`config.mk`:
```
export PLATFORM = sky130hd
export DESIGN_NAME = preemptive_priority_scheduler
export DESIGN_NICKNAME = d
export VERILOG_FILES = /design/src/rtl/pps_pkg.sv /design/src/rtl/pps_table.sv /design/src/rtl/pps_ctrl.sv /design/src/rtl/preemptive_priority_scheduler.sv
export SDC_FILE = /design/constraint.sdc
export NUM_CORES = 1
export LEC_CHECK = 0
export BUFFER_PORTS_ARGS = -buffer_cell sky130_fd_sc_hd__buf_4
export CELL_PAD_IN_SITES_DETAIL_PLACEMENT = 0
export CELL_PAD_IN_SITES_GLOBAL_PLACEMENT = 1
export CORE_AREA = 4 4 274 276
export DETAILED_ROUTE_END_ITERATION = 10
export DIE_AREA = 0 0 278 280
export PLACE_DENSITY_LB_ADDON = 0.05
export SLEW_MARGIN = 10
export SYNTH_ARGS = -nofsm -noshare
export SYNTH_HDL_FRONTEND = slang
export SYNTH_SLANG_ARGS = --single-unit
```
`constraint.sdc`:
```
create_clock -name clk_i -period 12.6 [get_ports clk_i]
set_input_delay 1.89 -clock clk_i [delete_from_list [all_inputs] [get_ports clk_i]]
set_output_delay 1.89 -clock clk_i [all_outputs]
set_load 0.01 [all_outputs]
```
`src/rtl/pps_pkg.sv`:
```
// pps_pkg: shared types and codes for the preemptive priority scheduler
// depends on nothing; used by every rtl file of the block
`timescale 1ns / 1ps

package pps_pkg;

  typedef enum logic {
    CMD_LOAD = 1'b0,
    CMD_TICK = 1'b1
  } cmd_e;

  typedef enum logic [2:0] {
    EV_NONE      = 3'd0,
    EV_TERMINATE = 3'd1,
    EV_SUSPEND   = 3'd2,
    EV_START     = 3'd3,
    EV_RESUME    = 3'd4,
    EV_ALL_DONE  = 3'd5
  } event_e;

  typedef struct packed {
    logic        cmd;
    logic [7:0]  process_id;
    logic [15:0] arrival_time;
    logic [15:0] burst_ticks;
    logic [7:0]  priority_level;
  } in_t;

  typedef struct packed {
    logic [2:0]  event_res;
    logic [7:0]  event_process;
    logic [15:0] time_now;
    logic        table_full;
    logic        last;
  } out_t;

  typedef struct packed {
    logic [7:0]  process_id;
    logic [15:0] arrival_time;
    logic [15:0] remaining;
    logic [7:0]  priority_level;
  } entry_t;

  typedef struct packed {
    logic push;
    out_t word;
  } push_t;

endpackage

```
`src/rtl/pps_table.sv`:
```
// pps_table: process table memory, one write port and one registered read port
// depends on pps_pkg
`timescale 1ns / 1ps

module pps_table #(
  parameter int Depth = 16,
  parameter int AddrW = 4
) (
  input  logic               clk_i,
  input  logic               wr_en_i,
  input  logic [AddrW-1:0]   wr_addr_i,
  input  pps_pkg::entry_t    wr_data_i,
  input  logic [AddrW-1:0]   rd_addr_i,
  output pps_pkg::entry_t    rd_data_o
);

  pps_pkg::entry_t mem [Depth];
  pps_pkg::entry_t rd_q;

  always_ff @(posedge clk_i) begin
    if (wr_en_i) begin
      mem[wr_addr_i] <= wr_data_i;
    end
  end

  always_ff @(posedge clk_i) begin
    rd_q <= mem[rd_addr_i];
  end

  assign rd_data_o = rd_q;

endmodule

```
`src/rtl/pps_ctrl.sv`:
```
// pps_ctrl: scheduling sequencer with per-slot flags and two key comparators
// depends on pps_pkg; drives pps_table and the output register of the top level
`timescale 1ns / 1ps

module pps_ctrl #(
  parameter int MaxProc = 16,
  parameter int SlotW   = 4,
  parameter int CntW    = 5
) (
  input  logic                clk_i,
  input  logic                rst_ni,
  input  logic                in_valid_i,
  input  pps_pkg::in_t        in_word_i,
  output logic                in_stall_o,
  input  logic                out_free_i,
  output pps_pkg::push_t      push_o,
  input  pps_pkg::entry_t     rd_data_i,
  output logic [SlotW-1:0]    rd_addr_o,
  output logic                wr_en_o,
  output logic [SlotW-1:0]    wr_addr_o,
  output pps_pkg::entry_t     wr_data_o
);

  localparam int KeyW = 24 + SlotW;

  typedef enum logic [7:0] {
    S_IDLE    = 8'b0000_0001,
    S_DEC     = 8'b0000_0010,
    S_SCAN_RD = 8'b0000_0100,
    S_SCAN_EV = 8'b0000_1000,
    S_PICK    = 8'b0001_0000,
    S_CMP     = 8'b0010_0000,
    S_DISP    = 8'b0100_0000,
    S_FIN     = 8'b1000_0000
  } state_e;

  typedef struct packed {
    logic [2:0] ev;
    logic [7:0] pid;
    logic       full;
  } pend_t;

  state_e             state_q, state_d;
  logic [CntW-1:0]    cnt_q, cnt_d, fin_q, fin_d, idx_q, idx_d;
  logic [15:0]        tick_q, tick_d;
  logic               run_v_q, run_v_d, best_v_q, best_v_d, term_q, term_d;
  logic               pend_v_q, pend_v_d;
  logic [MaxProc-1:0] adm_q, adm_d, start_q, start_d, rdy_q, rdy_d;
  logic [SlotW-1:0]   run_q, run_d, best_q, best_d;
  logic [KeyW-1:0]    best_key_q, best_key_d;
  logic [7:0]         best_id_q, best_id_d;
  pend_t              pend_q, pend_d;

  logic               can_emit, accept, adm_now, rdy_now;
  logic [SlotW-1:0]   idx_slot;
  logic [KeyW-1:0]    cur_key, run_key;
  logic [15:0]        rem_dec;
  logic               push_last;

  assign idx_slot   = idx_q[SlotW-1:0];
  assign cur_key    = {rd_data_i.priority_level, rd_data_i.arrival_time, idx_slot};
  assign run_key    = {rd_data_i.priority_level, rd_data_i.arrival_time, run_q};
  assign rem_dec    = rd_data_i.remaining - 16'd1;
  assign can_emit   = !pend_v_q || out_free_i;
  assign accept     = in_valid_i && (state_q == S_IDLE);
  assign in_stall_o = (state_q != S_IDLE);
  assign rd_addr_o  = (state_q == S_SCAN_RD) ? idx_slot : run_q;
  assign adm_now    = !adm_q[idx_slot] && (rd_data_i.arrival_time <= tick_q);
  assign rdy_now    = rdy_q[idx_slot] || adm_now;

  always_comb begin
    state_d    = state_q;
    cnt_d      = cnt_q;
    fin_d      = fin_q;
    idx_d      = idx_q;
    tick_d     = tick_q;
    run_v_d    = run_v_q;
    run_d      = run_q;
    best_v_d   = best_v_q;
    best_d     = best_q;
    best_key_d = best_key_q;
    best_id_d  = best_id_q;
    term_d     = term_q;
    pend_v_d   = pend_v_q;
    pend_d     = pend_q;
    adm_d      = adm_q;
    start_d    = start_q;
    rdy_d      = rdy_q;
    push_last  = 1'b0;
    push_o     = '0;
    wr_en_o    = 1'b0;
    wr_addr_o  = run_q;
    wr_data_o  = rd_data_i;

    unique case (state_q)
      S_IDLE: begin
        if (accept) begin
          term_d = 1'b0;
          if (in_word_i.cmd == pps_pkg::CMD_LOAD) begin
            pend_v_d = 1'b1;
            pend_d   = '{ev: pps_pkg::EV_NONE, pid: in_word_i.process_id, full: 1'b0};
            if (cnt_q >= CntW'(MaxProc)) begin
              pend_d.full = 1'b1;
            end else begin
              wr_en_o   = 1'b1;
              wr_addr_o = cnt_q[SlotW-1:0];
              wr_data_o = '{process_id: in_word_i.process_id,
                            arrival_time: in_word_i.arrival_time,
                            remaining: (in_word_i.burst_ticks == 16'd0) ? 16'd1
                                                                       : in_word_i.burst_ticks,
                            priority_level: in_word_i.priority_level};
              adm_d[cnt_q[SlotW-1:0]]   = 1'b0;
              start_d[cnt_q[SlotW-1:0]] = 1'b0;
              rdy_d[cnt_q[SlotW-1:0]]   = 1'b0;
              cnt_d = cnt_q + CntW'(1);
            end
            state_d = S_FIN;
          end else begin
            tick_d   = tick_q + 16'd1;
            best_v_d = 1'b0;
            idx_d    = '0;
            state_d  = run_v_q ? S_DEC : S_SCAN_RD;
          end
        end
      end
      S_DEC: begin
        wr_data_o.remaining = rem_dec;
        if (rem_dec != 16'd0) begin
          wr_en_o = 1'b1;
          state_d = S_SCAN_RD;
        end else if (can_emit) begin
          wr_en_o  = 1'b1;
          push_o.push = pend_v_q;
          pend_v_d = 1'b1;
          pend_d   = '{ev: pps_pkg::EV_TERMINATE, pid: rd_data_i.process_id, full: 1'b0};
          run_v_d  = 1'b0;
          fin_d    = fin_q + CntW'(1);
          term_d   = 1'b1;
          state_d  = S_SCAN_RD;
        end
      end
      S_SCAN_RD: begin
        state_d = (idx_q >= cnt_q) ? S_PICK : S_SCAN_EV;
      end
      S_SCAN_EV: begin
        if (adm_now) begin
          adm_d[idx_slot] = 1'b1;
          rdy_d[idx_slot] = 1'b1;
        end
        if (rdy_now && (!best_v_q || (cur_key < best_key_q))) begin
          best_v_d   = 1'b1;
          best_d     = idx_slot;
          best_key_d = cur_key;
          best_id_d  = rd_data_i.process_id;
        end
        idx_d   = idx_q + CntW'(1);
        state_d = S_SCAN_RD;
      end
      S_PICK: begin
        priority if (!best_v_q) begin
          state_d = S_FIN;
        end else if (!run_v_q) begin
          state_d = S_DISP;
        end else begin
          state_d = S_CMP;
        end
      end
      S_CMP: begin
        if (best_key_q < run_key) begin
          if (can_emit) begin
            push_o.push = pend_v_q;
            pend_v_d    = 1'b1;
            pend_d = '{ev: pps_pkg::EV_SUSPEND, pid: rd_data_i.process_id, full: 1'b0};
            rdy_d[run_q] = 1'b1;
            run_v_d      = 1'b0;
            state_d      = S_DISP;
          end
        end else begin
          state_d = S_FIN;
        end
      end
      S_DISP: begin
        if (can_emit) begin
          push_o.push = pend_v_q;
          pend_v_d    = 1'b1;
          pend_d = '{ev: start_q[best_q] ? pps_pkg::EV_RESUME : pps_pkg::EV_START,
                     pid: best_id_q, full: 1'b0};
          start_d[best_q] = 1'b1;
          rdy_d[best_q]   = 1'b0;
          run_v_d = 1'b1;
          run_d   = best_q;
          term_d  = 1'b0;
          state_d = S_FIN;
        end
      end
      S_FIN: begin
        priority if (term_q && (fin_q == cnt_q)) begin
          if (can_emit) begin
            push_o.push = pend_v_q;
            pend_v_d    = 1'b1;
            pend_d = '{ev: pps_pkg::EV_ALL_DONE, pid: 8'd0, full: 1'b0};
            term_d = 1'b0;
          end
        end else if (!pend_v_q) begin
          pend_v_d = 1'b1;
          pend_d   = '{ev: pps_pkg::EV_NONE, pid: 8'd0, full: 1'b0};
        end else if (out_free_i) begin
          push_o.push = 1'b1;
          push_last   = 1'b1;
          pend_v_d    = 1'b0;
          state_d     = S_IDLE;
        end
      end
      default: state_d = S_IDLE;
    endcase

    push_o.word = '{event_res: pend_q.ev, event_process: pend_q.pid, time_now: tick_q,
                    table_full: pend_q.full, last: push_last};
  end

  always_ff @(posedge clk_i or negedge rst_ni) begin
    if (!rst_ni) begin
      state_q  <= S_IDLE;
      cnt_q    <= '0;
      fin_q    <= '0;
      idx_q    <= '0;
      tick_q   <= '0;
      run_v_q  <= 1'b0;
      best_v_q <= 1'b0;
      term_q   <= 1'b0;
      pend_v_q <= 1'b0;
      adm_q    <= '0;
      start_q  <= '0;
      rdy_q    <= '0;
    end else begin
      state_q  <= state_d;
      cnt_q    <= cnt_d;
      fin_q    <= fin_d;
      idx_q    <= idx_d;
      tick_q   <= tick_d;
      run_v_q  <= run_v_d;
      best_v_q <= best_v_d;
      term_q   <= term_d;
      pend_v_q <= pend_v_d;
      adm_q    <= adm_d;
      start_q  <= start_d;
      rdy_q    <= rdy_d;
    end
  end

  always_ff @(posedge clk_i) begin
    run_q      <= run_d;
    best_q     <= best_d;
    best_key_q <= best_key_d;
    best_id_q  <= best_id_d;
    pend_q     <= pend_d;
  end

`ifndef SYNTHESIS
  a_run_in_table: assert property (@(posedge clk_i) disable iff (!rst_ni)
    run_v_q |-> (CntW'(run_q) < cnt_q))
    else $error("running slot beyond loaded entries");

  a_fin_le_cnt: assert property (@(posedge clk_i) disable iff (!rst_ni)
    fin_q <= cnt_q)
    else $error("more finished processes than loaded");

  a_run_not_ready: assert property (@(posedge clk_i) disable iff (!rst_ni)
    run_v_q |-> !rdy_q[run_q])
    else $error("running process also marked ready");

  a_idle_no_pend: assert property (@(posedge clk_i) disable iff (!rst_ni)
    (state_q == S_IDLE) |-> !pend_v_q)
    else $error("pending word left when idle");
`endif

endmodule

```
`src/rtl/preemptive_priority_scheduler.sv`:
```
// Preemptive priority scheduler. A load word appends one process entry if the table has
// room and returns one ack word; the input stalls until the ack word is pushed out. A tick
// word walks the process table through the single read port of the table memory, reading
// each entry in S_SCAN_RD and checking it in S_SCAN_EV, admitting arrivals and tracking the
// best ready process with a key comparator; a tick holds off the input until its result words
// are pushed out, also while the output side stalls, and gives one or two result words, the
// final one marked last. The block takes no new word while a tick or load is in progress.
// No clearing pass is needed after reset.
// depends on pps_pkg, pps_table, pps_ctrl
`timescale 1ns / 1ps

module preemptive_priority_scheduler #(
  parameter int MAX_PROCESSES = 16
) (
  input  logic          clk_i,
  input  logic          rst_ni,
  input  logic          in_valid_i,
  output logic          in_stall_o,
  input  pps_pkg::in_t  in_word_i,
  output logic          out_valid_o,
  input  logic          out_stall_i,
  output pps_pkg::out_t out_word_o
);

  localparam int SlotW = (MAX_PROCESSES > 1) ? $clog2(MAX_PROCESSES) : 1;
  localparam int CntW  = $clog2(MAX_PROCESSES + 1);

  pps_pkg::push_t  push;
  pps_pkg::entry_t rd_data, wr_data;
  logic [SlotW-1:0] rd_addr, wr_addr;
  logic             wr_en, out_free;
  logic             out_valid_q, out_valid_d;
  pps_pkg::out_t    out_word_q;

  pps_table #(
    .Depth(MAX_PROCESSES),
    .AddrW(SlotW)
  ) u_table (
    .clk_i    (clk_i),
    .wr_en_i  (wr_en),
    .wr_addr_i(wr_addr),
    .wr_data_i(wr_data),
    .rd_addr_i(rd_addr),
    .rd_data_o(rd_data)
  );

  pps_ctrl #(
    .MaxProc(MAX_PROCESSES),
    .SlotW  (SlotW),
    .CntW   (CntW)
  ) u_ctrl (
    .clk_i     (clk_i),
    .rst_ni    (rst_ni),
    .in_valid_i(in_valid_i),
    .in_word_i (in_word_i),
    .in_stall_o(in_stall_o),
    .out_free_i(out_free),
    .push_o    (push),
    .rd_data_i (rd_data),
    .rd_addr_o (rd_addr),
    .wr_en_o   (wr_en),
    .wr_addr_o (wr_addr),
    .wr_data_o (wr_data)
  );

  assign out_free = !out_valid_q || !out_stall_i;

  always_comb begin
    out_valid_d = out_valid_q;
    if (push.push) begin
      out_valid_d = 1'b1;
    end else if (!out_stall_i) begin
      out_valid_d = 1'b0;
    end
  end

  always_ff @(posedge clk_i or negedge rst_ni) begin
    if (!rst_ni) begin
      out_valid_q <= 1'b0;
    end else begin
      out_valid_q <= out_valid_d;
    end
  end

  always_ff @(posedge clk_i) begin
    if (push.push) begin
      out_word_q <= push.word;
    end
  end

  assign out_valid_o = out_valid_q;
  assign out_word_o  = out_word_q;

endmodule
```
; ---- Word-level counts from Yosys, hierarchy flattened
; Memory sizes are Yosys's and may differ from the RTL's. A register that Yosys moved wholly into a read port is not among the register bits.
; Cells that the tools add are included.
[word_totals]
ramBits = 768
output_inout_bits = 31
n_memories = 1
elab_cells = 244
regBits = 177
[mem_list]
columns = name, depth, word_bits, rd, rd_ports_with_merged_regs, write_ports, line
row1 = u_table.mem, 16, 48, 1, 1, 1, pps_table.sv:17  ; pps_pkg::entry_t mem [Depth];
[op_classes]
n_eq_ne = 30
mux = 115
bitwise_logic = 14
order_cmp = 13
n_reduce_logical = 41
add_sub_neg = 5
[ops]
columns = op, n
row1 = 2-to-1 mux 16 bit, 16
row2 = 2-to-1 mux 48 bit, 3
row3 = 2-to-1 mux 12 bit, 10
row4 = 2-to-1 mux 8 bit, 12
row5 = case mux 16 bit (2 select lines), 3
row6 = AND 16 bit, 4
row7 = bitwise OR 16 bit, 4
row8 = case mux 16 bit (4 select lines), 1
row9 = case mux 8 bit (8 select lines), 1
row10 = case mux 12 bit (5 select lines), 1
row11 = < comparator 28 bit, 2
row12 = 2-to-1 mux 1 bit, 42
row13 = inverter 16 bit, 2
row14 = 2-to-1 mux 24 bit, 1
row15 = != test 2 x 1 -> 1 bit (second input constant), 11
row16 = < comparator 4 x 5 -> 1 bit (second input constant), 4
row17 = 2-to-1 mux 4 bit, 5
row18 = AND reduction 5 bit, 4
row19 = adder 16 x 1 -> 16 bit (second input constant), 1
row20 = demux 1 bit (select 4 bit), 4
row21 = greater-or-equal comparator 4 x 1 -> 1 bit (second input constant), 4
row22 = <= comparator 16 bit, 1
row23 = zero test 16 bit, 1
row24 = nonzero test 16 bit, 1
row25 = other kinds (42), 80

; ---- Depth between registers and ports, before layout
; Gate-level depths: netlist of run 1.
[logic_depth]
depth_word = 10
ltp_mapped = 11
depth_no_buf = 9

; ---- By module
; Synthesis of run 1 repeated with hierarchy kept, for this count alone.
[hier_totals]
hier_cells = 2369
hier_area_um2 = 40598.9
[modules_own_cells]
columns = mod, area_per_inst_um2, instances, seq_area_each_um2, cells_each
row1 = pps_table, 29694.7, 1, 24023.0, 1242
row2 = pps_ctrl, 9997.1, 1, 3839.9, 1095
row3 = preemptive_priority_scheduler, 907.1, 1, 895.9, 32

; ---- Worst setup path before layout of run 1
; No wires, ideal clock.
[synth_path]
kind = in2reg
start = input port in_word_i[48] in the netlist's numbering
end = memory u_table.mem[13][0] in the netlist's numbering, enable pin
setup_slack_ns = 5.471
cell_stages = 6
required_time_ns = 12.087
t_arrival_ns = 6.616
setup_time_ns = 0.513
path_cell_list = or3b_2 -> or2_2 -> clkbuf_1 -> nor3_2 -> a31oi_1 -> nor3_1
[synth_via]
elab_chain_cells = 5
elab_cells_between_ends = 8
cone_classes = mux: 8
[synth_lines]
columns = item, line
row1 = "start, declared", preemptive_priority_scheduler.sv:19  ; input pps_pkg::in_t in_word_i,
row2 = 2-to-1 mux 1 bit, pps_ctrl.sv:99  ; if (in_word_i.cmd == pps_pkg::CMD_LOAD) begin
row3 = 2-to-1 mux 1 bit, pps_ctrl.sv:97  ; if (accept) begin
row4 = case mux 1 bit (2 select lines), pps_ctrl.sv:95  ; unique case (state_q)
row5 = 2-to-1 mux 1 bit, pps_table.sv:21  ; if (wr_en_i) begin
row6 = 2-to-1 mux 1 bit (implied by the code), pps_table.sv:22  ; mem[wr_addr_i] <= wr_data_i;
row7 = "end, declared", pps_table.sv:17
; Parallel ways exist; a longest one is shown, timed or not.

; ---- Worst setup path in the final report of run 1
[layout_path]
start = register u_ctrl.state_q[1]
end = register, netlist name u_table.rd_data_o[38]
[layout_via]
elab_chain_cells = 2
[layout_lines]
columns = item, line
row1 = "start, declared", pps_ctrl.sv:43  ; state_e state_q, state_d;
row2 = "start signal, assigned", pps_ctrl.sv:236  ; state_q <= state_d;
row3 = == test 8 x 3 -> 1 bit, pps_ctrl.sv:67  ; assign rd_addr_o = (state_q == S_SCAN_RD) ? idx_slot : run_q;
row4 = 2-to-1 mux 4 bit, pps_ctrl.sv:67
; No other way between the ends.
; A chain may end at the register's enable or synchronous reset.

==> flow_metrics.tcl, run 1 <==
set metrics [dict create \
    worst_ep_required_time_ns 13.12 \
    critPathLaunch "u_ctrl.state_q[1]" \
    wl_met1_mm 45.95 \
    synthXorXnorAreaFrac 0.007932 \
    synth-simple-area-share 0.1119 \
    path_buf_inv 1 \
    ctsRootBufferMaster "clkbuf_16" \
    die_w_um 278 \
    synthAdderAreaFrac 0.02654 \
    viasPerCell 6.304 \
    row_count 99 \
    cts_buffer_depth 3 \
    area_delta_synth_final_pct 12.77 \
    skew_ns 0.04930 \
    drv_cap 0 \
    fin_area_sq_um 46250 \
    period_needed_ns 4.985 \
    post_drt_wl_per_cell_um 26.53 \
    clock.fmax_mhz 200.6 \
    postCtsHoldBufs 0 \
    num_vias 25250 \
    die_h_um 280 \
    cpPeakStageDelay_ns 1.29 \
    post-route-period-util 0.3957 \
    io_pins 84 \
    rsz0062_at_grt "no" \
    yosysUniqueCellTypes 92 \
    htree_levels 3 \
    critPathArrivalTime_ns 5.50 \
    grt_pass1_vias 25160 \
    nFillCells 5360 \
    hpwlAfterDp_mm 62.08 \
    diodes 0 \
    cts_tree "yes" \
    reg2reg_slack_ns 7.61 \
    worstSkewPairLatency_ns 0.67 \
    synth_top_family_by_area "simple AND/OR/NAND/NOR gates" \
    wl_met3_mm 7.011 \
    met2_length_mm 50.69 \
    final_cell_mix "edfxtp_1 (849), nand2_1 (493), nand3_1 (218)" \
    drv_slew 0 \
    r2r-end "u_table.rd_data_o[38]" \
    drt_iter0_markers 2827 \
    vdd_drop_max_uv 153.4 \
    reg2regPathDepth 8 \
    drtPass1Iterations 6 \
    multi_input_area_sq_um 11430 \
    ys_top_cells_by_area "edfxtp_1 (62%), mux4_2 (6.1%), dfrtp_1 (5.6%)" \
    drc 0 \
    syn_area_sq_um 41010 \
    ctsResizeCount 0 \
    layout_commonest_cell "edfxtp_1" \
    cp.depth 8 \
    ant_nets 0 \
    yosysSeqAreaShare 0.7012 \
    dr.max_layer_used "met4" \
    layout-drive-gt1-share 0.1582 \
    hold_path_class "reg2reg" \
    area.sequential_sq_um 28760 \
    ys.warnings.count 0 \
    syn_nets 2988 \
    synth_top_area_cell "edfxtp_1" \
    critical_path.endpoint "u_table.rd_data_o[38]" \
    crit_family "simple AND/OR/NAND/NOR gates" \
    grt_max_degree 174 \
    async_flop_share 0.09302 \
    nNetsFinal 3100 \
    dieArea_sq_um 77840 \
    relSlewSlack 0.01096 \
    routabilityCongestion 0.9081 \
    synth_enable_flop_cells 849 \
    placed_cell_area_sq_um 42940 \
    crit_path_end_kind "flip-flop" \
    antenna_found_initial 1 \
    worst_pin_slew_ns 1.484 \
    synth_mux_area_frac 0.06431 \
    gr-usage-all-layers 0.2726 \
    clock-sinks 989 \
    synth_seq_cells 989 \
    tns_ns 0 \
    worstPathMaxFanout 173 \
    grt_pass1_wl_mm 160.2 \
    post-cts-setup-buffers 0 \
    p_per_area_nw_per_um2 166.3 \
    r2r-start "u_ctrl.state_q[1]" \
    synthCells 2848 \
    crit_chain "nor4_4 -> nand4b_1 -> mux2i_4 -> buf_12 -> nor2_4 -> nand3_1 -> nand4_1 -> o21ai_1" \
    start_util 0.5650 \
    slowest_stage "nor2_4" \
    syn_avg_cell_area_sq_um 14.40 \
    leakage_nw 16.22 \
    setup_viol 0 \
    gr-total-overflow 0 \
    clk_pin_slew_ns 0.06 \
    yosys.area.top_type_share 0.6216 \
    synth_top_flop_cell "edfxtp_1" \
    numPortBuffers 83 \
    cp-start-kind "flip-flop" \
    wl_mm 106.3 \
    critical_path_class "reg2reg" \
    status "finished, final reports clean" \
    hold_viol 0 \
    synth_compound_area_frac 0.06340 \
    core-area_sq_um 72590 \
    cts_buffers 101 \
]
## synthesized netlist by cell type, types with 46 or more instances
cell type	number
nand2_1	493
buf_2	46
clkbuf_1	84
a22oi_1	51
nand3_1	218
inv_1	98
dfrtp_1	91
a21oi_1	62
dfxtp_1	48
nand4_1	75
o21ai_1	50
ha_1	87
mux4_2	111
o21ai_0	48
edfxtp_1	849
nor2_1	75
## where the power goes
part | internal, mW | switching, mW | leakage, nW
logic | 0.283 | 0.588 | 5.31
clock network | 1.71 | 1.25 | 1.62
registers | 3.76 | 0.104 | 9.29
total | 5.75 | 1.94 | 16.2
## worst min-delay path by stage
| stage | from | end | slack (ns) | depth (start not counted) |
|---|---|---|---|---|
| final | u_ctrl.push_o[26] | out_word_o[26] | 0.42 | 0 |
| after global routing | u_ctrl.push_o[19] | out_word_o[19] | 0.42 | 0 |
| after CTS | u_ctrl.push_o[26] | out_word_o[26] | 0.42 | 0 |
| after detailed placement | u_ctrl.push_o[19] | out_word_o[19] | 0.41 | 0 |
| after global placement | u_ctrl.push_o[26] | out_word_o[26] | 0.40 | 0 |
| after floorplan | u_ctrl.push_o[18] | out_word_o[18] | 0.40 | 0 |
## worst reg2reg max path, delay by kind of cell, from the launching register on
kind / cells / cell delay (ns)
AND/OR/NAND/NOR: 5 / 3.52
multiplexers: 1 / 0.52
flip-flops: 1 / 0.47
buffers and inverters: 1 / 0.24
AO/OA/AOI/OAI: 1 / 0.08
## stage by stage
stage | util | worst slack, ns | power, mW | hold WS [ns] | instances
2_1_floorplan | - | 5.471 | 4.420 | 0.4003 | 2848
3_3_place_gp | 0.5916 | 7.201 | 4.769 | 0.4024 | 3815
3_5_place_dp | 0.5916 | 7.139 | 4.793 | 0.4054 | 3815
4_1_cts | 0.6371 | 7.811 | 7.736 | 0.4225 | 4005
5_1_grt | 0.6372 | 7.651 | 7.967 | 0.4232 | 4006
6_report | 0.6372 | 7.615 | 7.691 | 0.4197 | 4006
## sequential cells by signal, indices dropped and copies added (netlist names)
signal             count
u_ctrl.rdy_q          16
u_ctrl.fin_q           5
u_ctrl.push_o         12
u_ctrl.best_v_q        1
u_table.mem          768
u_ctrl.start_q        16
u_ctrl.run_v_q         1
u_ctrl.run_q           4
out_word_o            29
u_ctrl.best_key_q     28
u_ctrl.state_q         8
u_ctrl.cnt_q           5
u_ctrl.term_q          1
u_ctrl.pend_v_q        1
u_table.rd_data_o     48
u_ctrl.best_id_q       8
u_ctrl.idx_q           5
u_ctrl.adm_q          16
out_valid_o            1
u_ctrl.tick_q         16
## cell families (layout without fill, tap and decap cells)
logic type | count (synthesis) | after routing
buffers and inverters | 245 | 444
adder cells (fa/ha/maj) | 87 | 87
multiplexers | 123 | 123
AND/OR/NAND/NOR | 992 | 992
XOR/XNOR | 35 | 35
flip-flops | 989 | 989
AO/OA/AOI/OAI | 377 | 377
## routing by layer
| metal | global-route usage | vias up |
|---|---|---|
| li1 | - | 11080 |
| met1 | 0.4027 | 12960 |
| met2 | 0.4384 | 1024 |
| met3 | 0.03645 | 186 |
| met4 | 0.06953 | 0 |
| met5 | 0 | - |
## layout make-up
type | count | area share
Sequential cell | 989 | 0.6218
Multi-Input combinational cell | 1614 | 0.2472
Clock buffer | 134 | 0.05952
Tap cell | 959 | 0.02594
Timing Repair Buffer | 154 | 0.02554
Clock inverter | 56 | 0.01188
Inverter | 100 | 0.008116
(Power assumes the default switching activity.)
==> inputs of run 2 (changes only) <==
Settings changed: CORE_AREA 4 4 274 276 to 4 4 284 286, DIE_AREA 0 0 278 280 to 0 0 288 290.
Clock period 12.6 ns to 4.7 ns, I/O delays scaled along.
==> run 2 against run 1 <==
Net effect:
- clock skew down 0.011 ns
- non-clock buffer count grew 23
- cell count increased by 3.0%
- final area is 2.0% higher
- worst hold slack worse by 0.27 ns
- register-to-register slack got worse by 7.0 ns
- worst setup slack lost 7.0 ns
- clock power grew to 2.9 times the previous value
- sequential share of layout area shrank 1.2 points
- first-iteration DRC count decreased by 14%
- sequential power rose to 2.7 times the previous value
- critical path type unchanged
- largest cell class unchanged
==> flow_metrics.tcl, run 2 (synthesized netlist as in run 1, its figures left out) <==
set metrics [dict create \
    grt_max_degree 117 \
    setup_viol 0 \
    largest-register "u_table.mem" \
    hold_path_class "in2async" \
    relSlewSlack 0.1465 \
    io_pins 84 \
    status "finished, final reports clean" \
    nNetsFinal 3126 \
    layout_commonest_cell "edfxtp_1" \
    htree_levels 3 \
    area_delta_synth_final_pct 14.98 \
    fin_util 0.6018 \
    core-area_sq_um 78360 \
    postCtsHoldBufs 0 \
    rsz0062_at_grt "no" \
    worstSkewPairLatency_ns 0.67 \
    gr-usage-all-layers 0.2640 \
    diodes 0 \
    path_buf_inv 1 \
    clock-sinks 989 \
    wl_mm 111.0 \
    drc 0 \
    ctsRootBufferMaster "clkbuf_16" \
    routabilityCongestion 0.8676 \
    vdd_drop_max_uv 365.6 \
    r2r-start "u_table.rd_data_o[6]" \
    cpPeakStageDelay_ns 0.61 \
    hold_viol 0 \
    worst_pin_slew_ns 1.275 \
    reg2regPathDepth 9 \
    antenna_found_initial 2 \
    drt_iter0_markers 2424 \
    gr-total-overflow 0 \
    die_w_um 288 \
    drtPass1Iterations 7 \
    drv_cap 0 \
    row_count 103 \
    critPathArrivalTime_ns 4.40 \
    ant_nets 0 \
    cts_tree "yes" \
    crit_path_end_kind "flip-flop" \
    drv_slew 0 \
    period_needed_ns 4.062 \
    p_per_area_nw_per_um2 451.1 \
    numPortBuffers 83 \
    grt_pass1_vias 24960 \
    worst_ep_required_time_ns 5.04 \
    slowest_stage "or4_1" \
    reg2reg_slack_ns 0.64 \
    clk_pin_slew_ns 0.06 \
    grt_pass1_wl_mm 164.2 \
    r2r-end "out_word_o[21]" \
    final.setup.worst_slack_ns 0.6381 \
    layout-drive-gt1-share 0.1670 \
    start_util 0.5234 \
    post-cts-setup-buffers 0 \
    viasPerCell 6.123 \
    dpl_worst_slack_ns 0.6324 \
    fin_area_sq_um 47160 \
    timing.critical_path.mode_cell "nor3_1" \
    cts_buffers 104 \
    hpwlAfterDp_mm 67.53 \
    nFillCells 6085 \
    critPathLaunch "u_table.rd_data_o[6]" \
    cp-start-kind "flip-flop" \
    ctsResizeCount 0 \
    num_vias 25270 \
    placed_cell_area_sq_um 43540 \
    crit_family "simple AND/OR/NAND/NOR gates" \
    post_drt_wl_per_cell_um 26.91 \
    cts_buffer_depth 3 \
    post-route-period-util 0.8642 \
    final_cell_mix "edfxtp_1 (849), nand2_1 (493), nand3_1 (218)" \
    clock.fmax_mhz 246.2 \
    die_h_um 290 \
    skew_ns 0.03870 \
    worstPathMaxFanout 29 \
    crit_chain "inv_1 -> ha_1 -> nand3_1 -> or4_1 -> or3_1 -> a31oi_2 -> nor3_1 -> nor3_1 -> nor2_4" \
    dieArea_sq_um 83520 \
    largest_reg_flops 768 \
    leakage_nw 16.61 \
    critical_path_class "reg2reg" \
]
run 2: cell count changes in the layout (fill, tap and decap cells not counted), moves of 3 or more:
cell       previous run  this run
nor2_2                6        11
bufinv_16             8        12
nor2_4                9         4
o21ai_1              53        50
clkbuf_1             24        17
clkbuf_16           102       106
o21ai_0              45        48
clkinv_1             14        19
nor3_4                0         5
clkbuf_8              8        15
nor3_2               18        13
buf_12                2        26
clkinv_2             22        18
inv_6                 4         1
run 2: worst max path at each step:
| stage | end | slack [ns] | cells after the start |
|---|---|---|---|
| detailed placement | u_table.mem[13][41] | 0.63 | 8 |
| finish | out_word_o[21] | 0.64 | 9 |
| global placement | out_word_o[20] | 0.71 | 9 |
| global route | u_table.mem[13][1] | 0.42 | 8 |
| floorplan | u_table.mem[13][0] | -1.29 | 8 |
| CTS | out_word_o[21] | 0.62 | 9 |
run 2: through the flow:
step | hold slack, ns | cells | power [mW] | setup TNS, ns
after floorplan | 0.4003 | 2848 | 11.85 | -663.48
after global placement | 0.4073 | 3930 | 12.90 | 0
after detailed placement | 0.4045 | 3930 | 12.95 | 0
after CTS | 0.1505 | 4127 | 21.40 | 0
after global routing | 0.1956 | 4127 | 21.99 | 0
final | 0.1487 | 4127 | 21.27 | 0
run 2: metal layers:
metal  up-vias  global-route usage  wire (um)  part of all wire
met1     12970              0.3880      47890              0.43
li1      11150                   -          -                 -
met2       984              0.4237      53240              0.48
met3       167             0.03527       7343             0.066
met4         0             0.06473       2563             0.023
met5         -                   0          0                 0
run 2: power breakdown:
group | leakage, nW | internal [mW] | switching, mW
Sequential | 9.29 | 10.1 | 0.327
Combinational | 5.55 | 0.785 | 1.58
Clock | 1.77 | 5.05 | 3.45
Total | 16.6 | 15.9 | 5.36
run 2: final cells by class:
| type | count | area (sq um) | area share |
|---|---|---|---|
| timing repair buffer | 177 | 1654 | 0.03508 |
| inverter | 100 | 375.4 | 0.007960 |
| clock buffer | 138 | 2923 | 0.06198 |
| multi-input combinational | 1614 | 11440 | 0.2426 |
| sequential | 989 | 28760 | 0.6099 |
| clock inverter | 59 | 691.9 | 0.01467 |
| tap | 1050 | 1314 | 0.02786 |
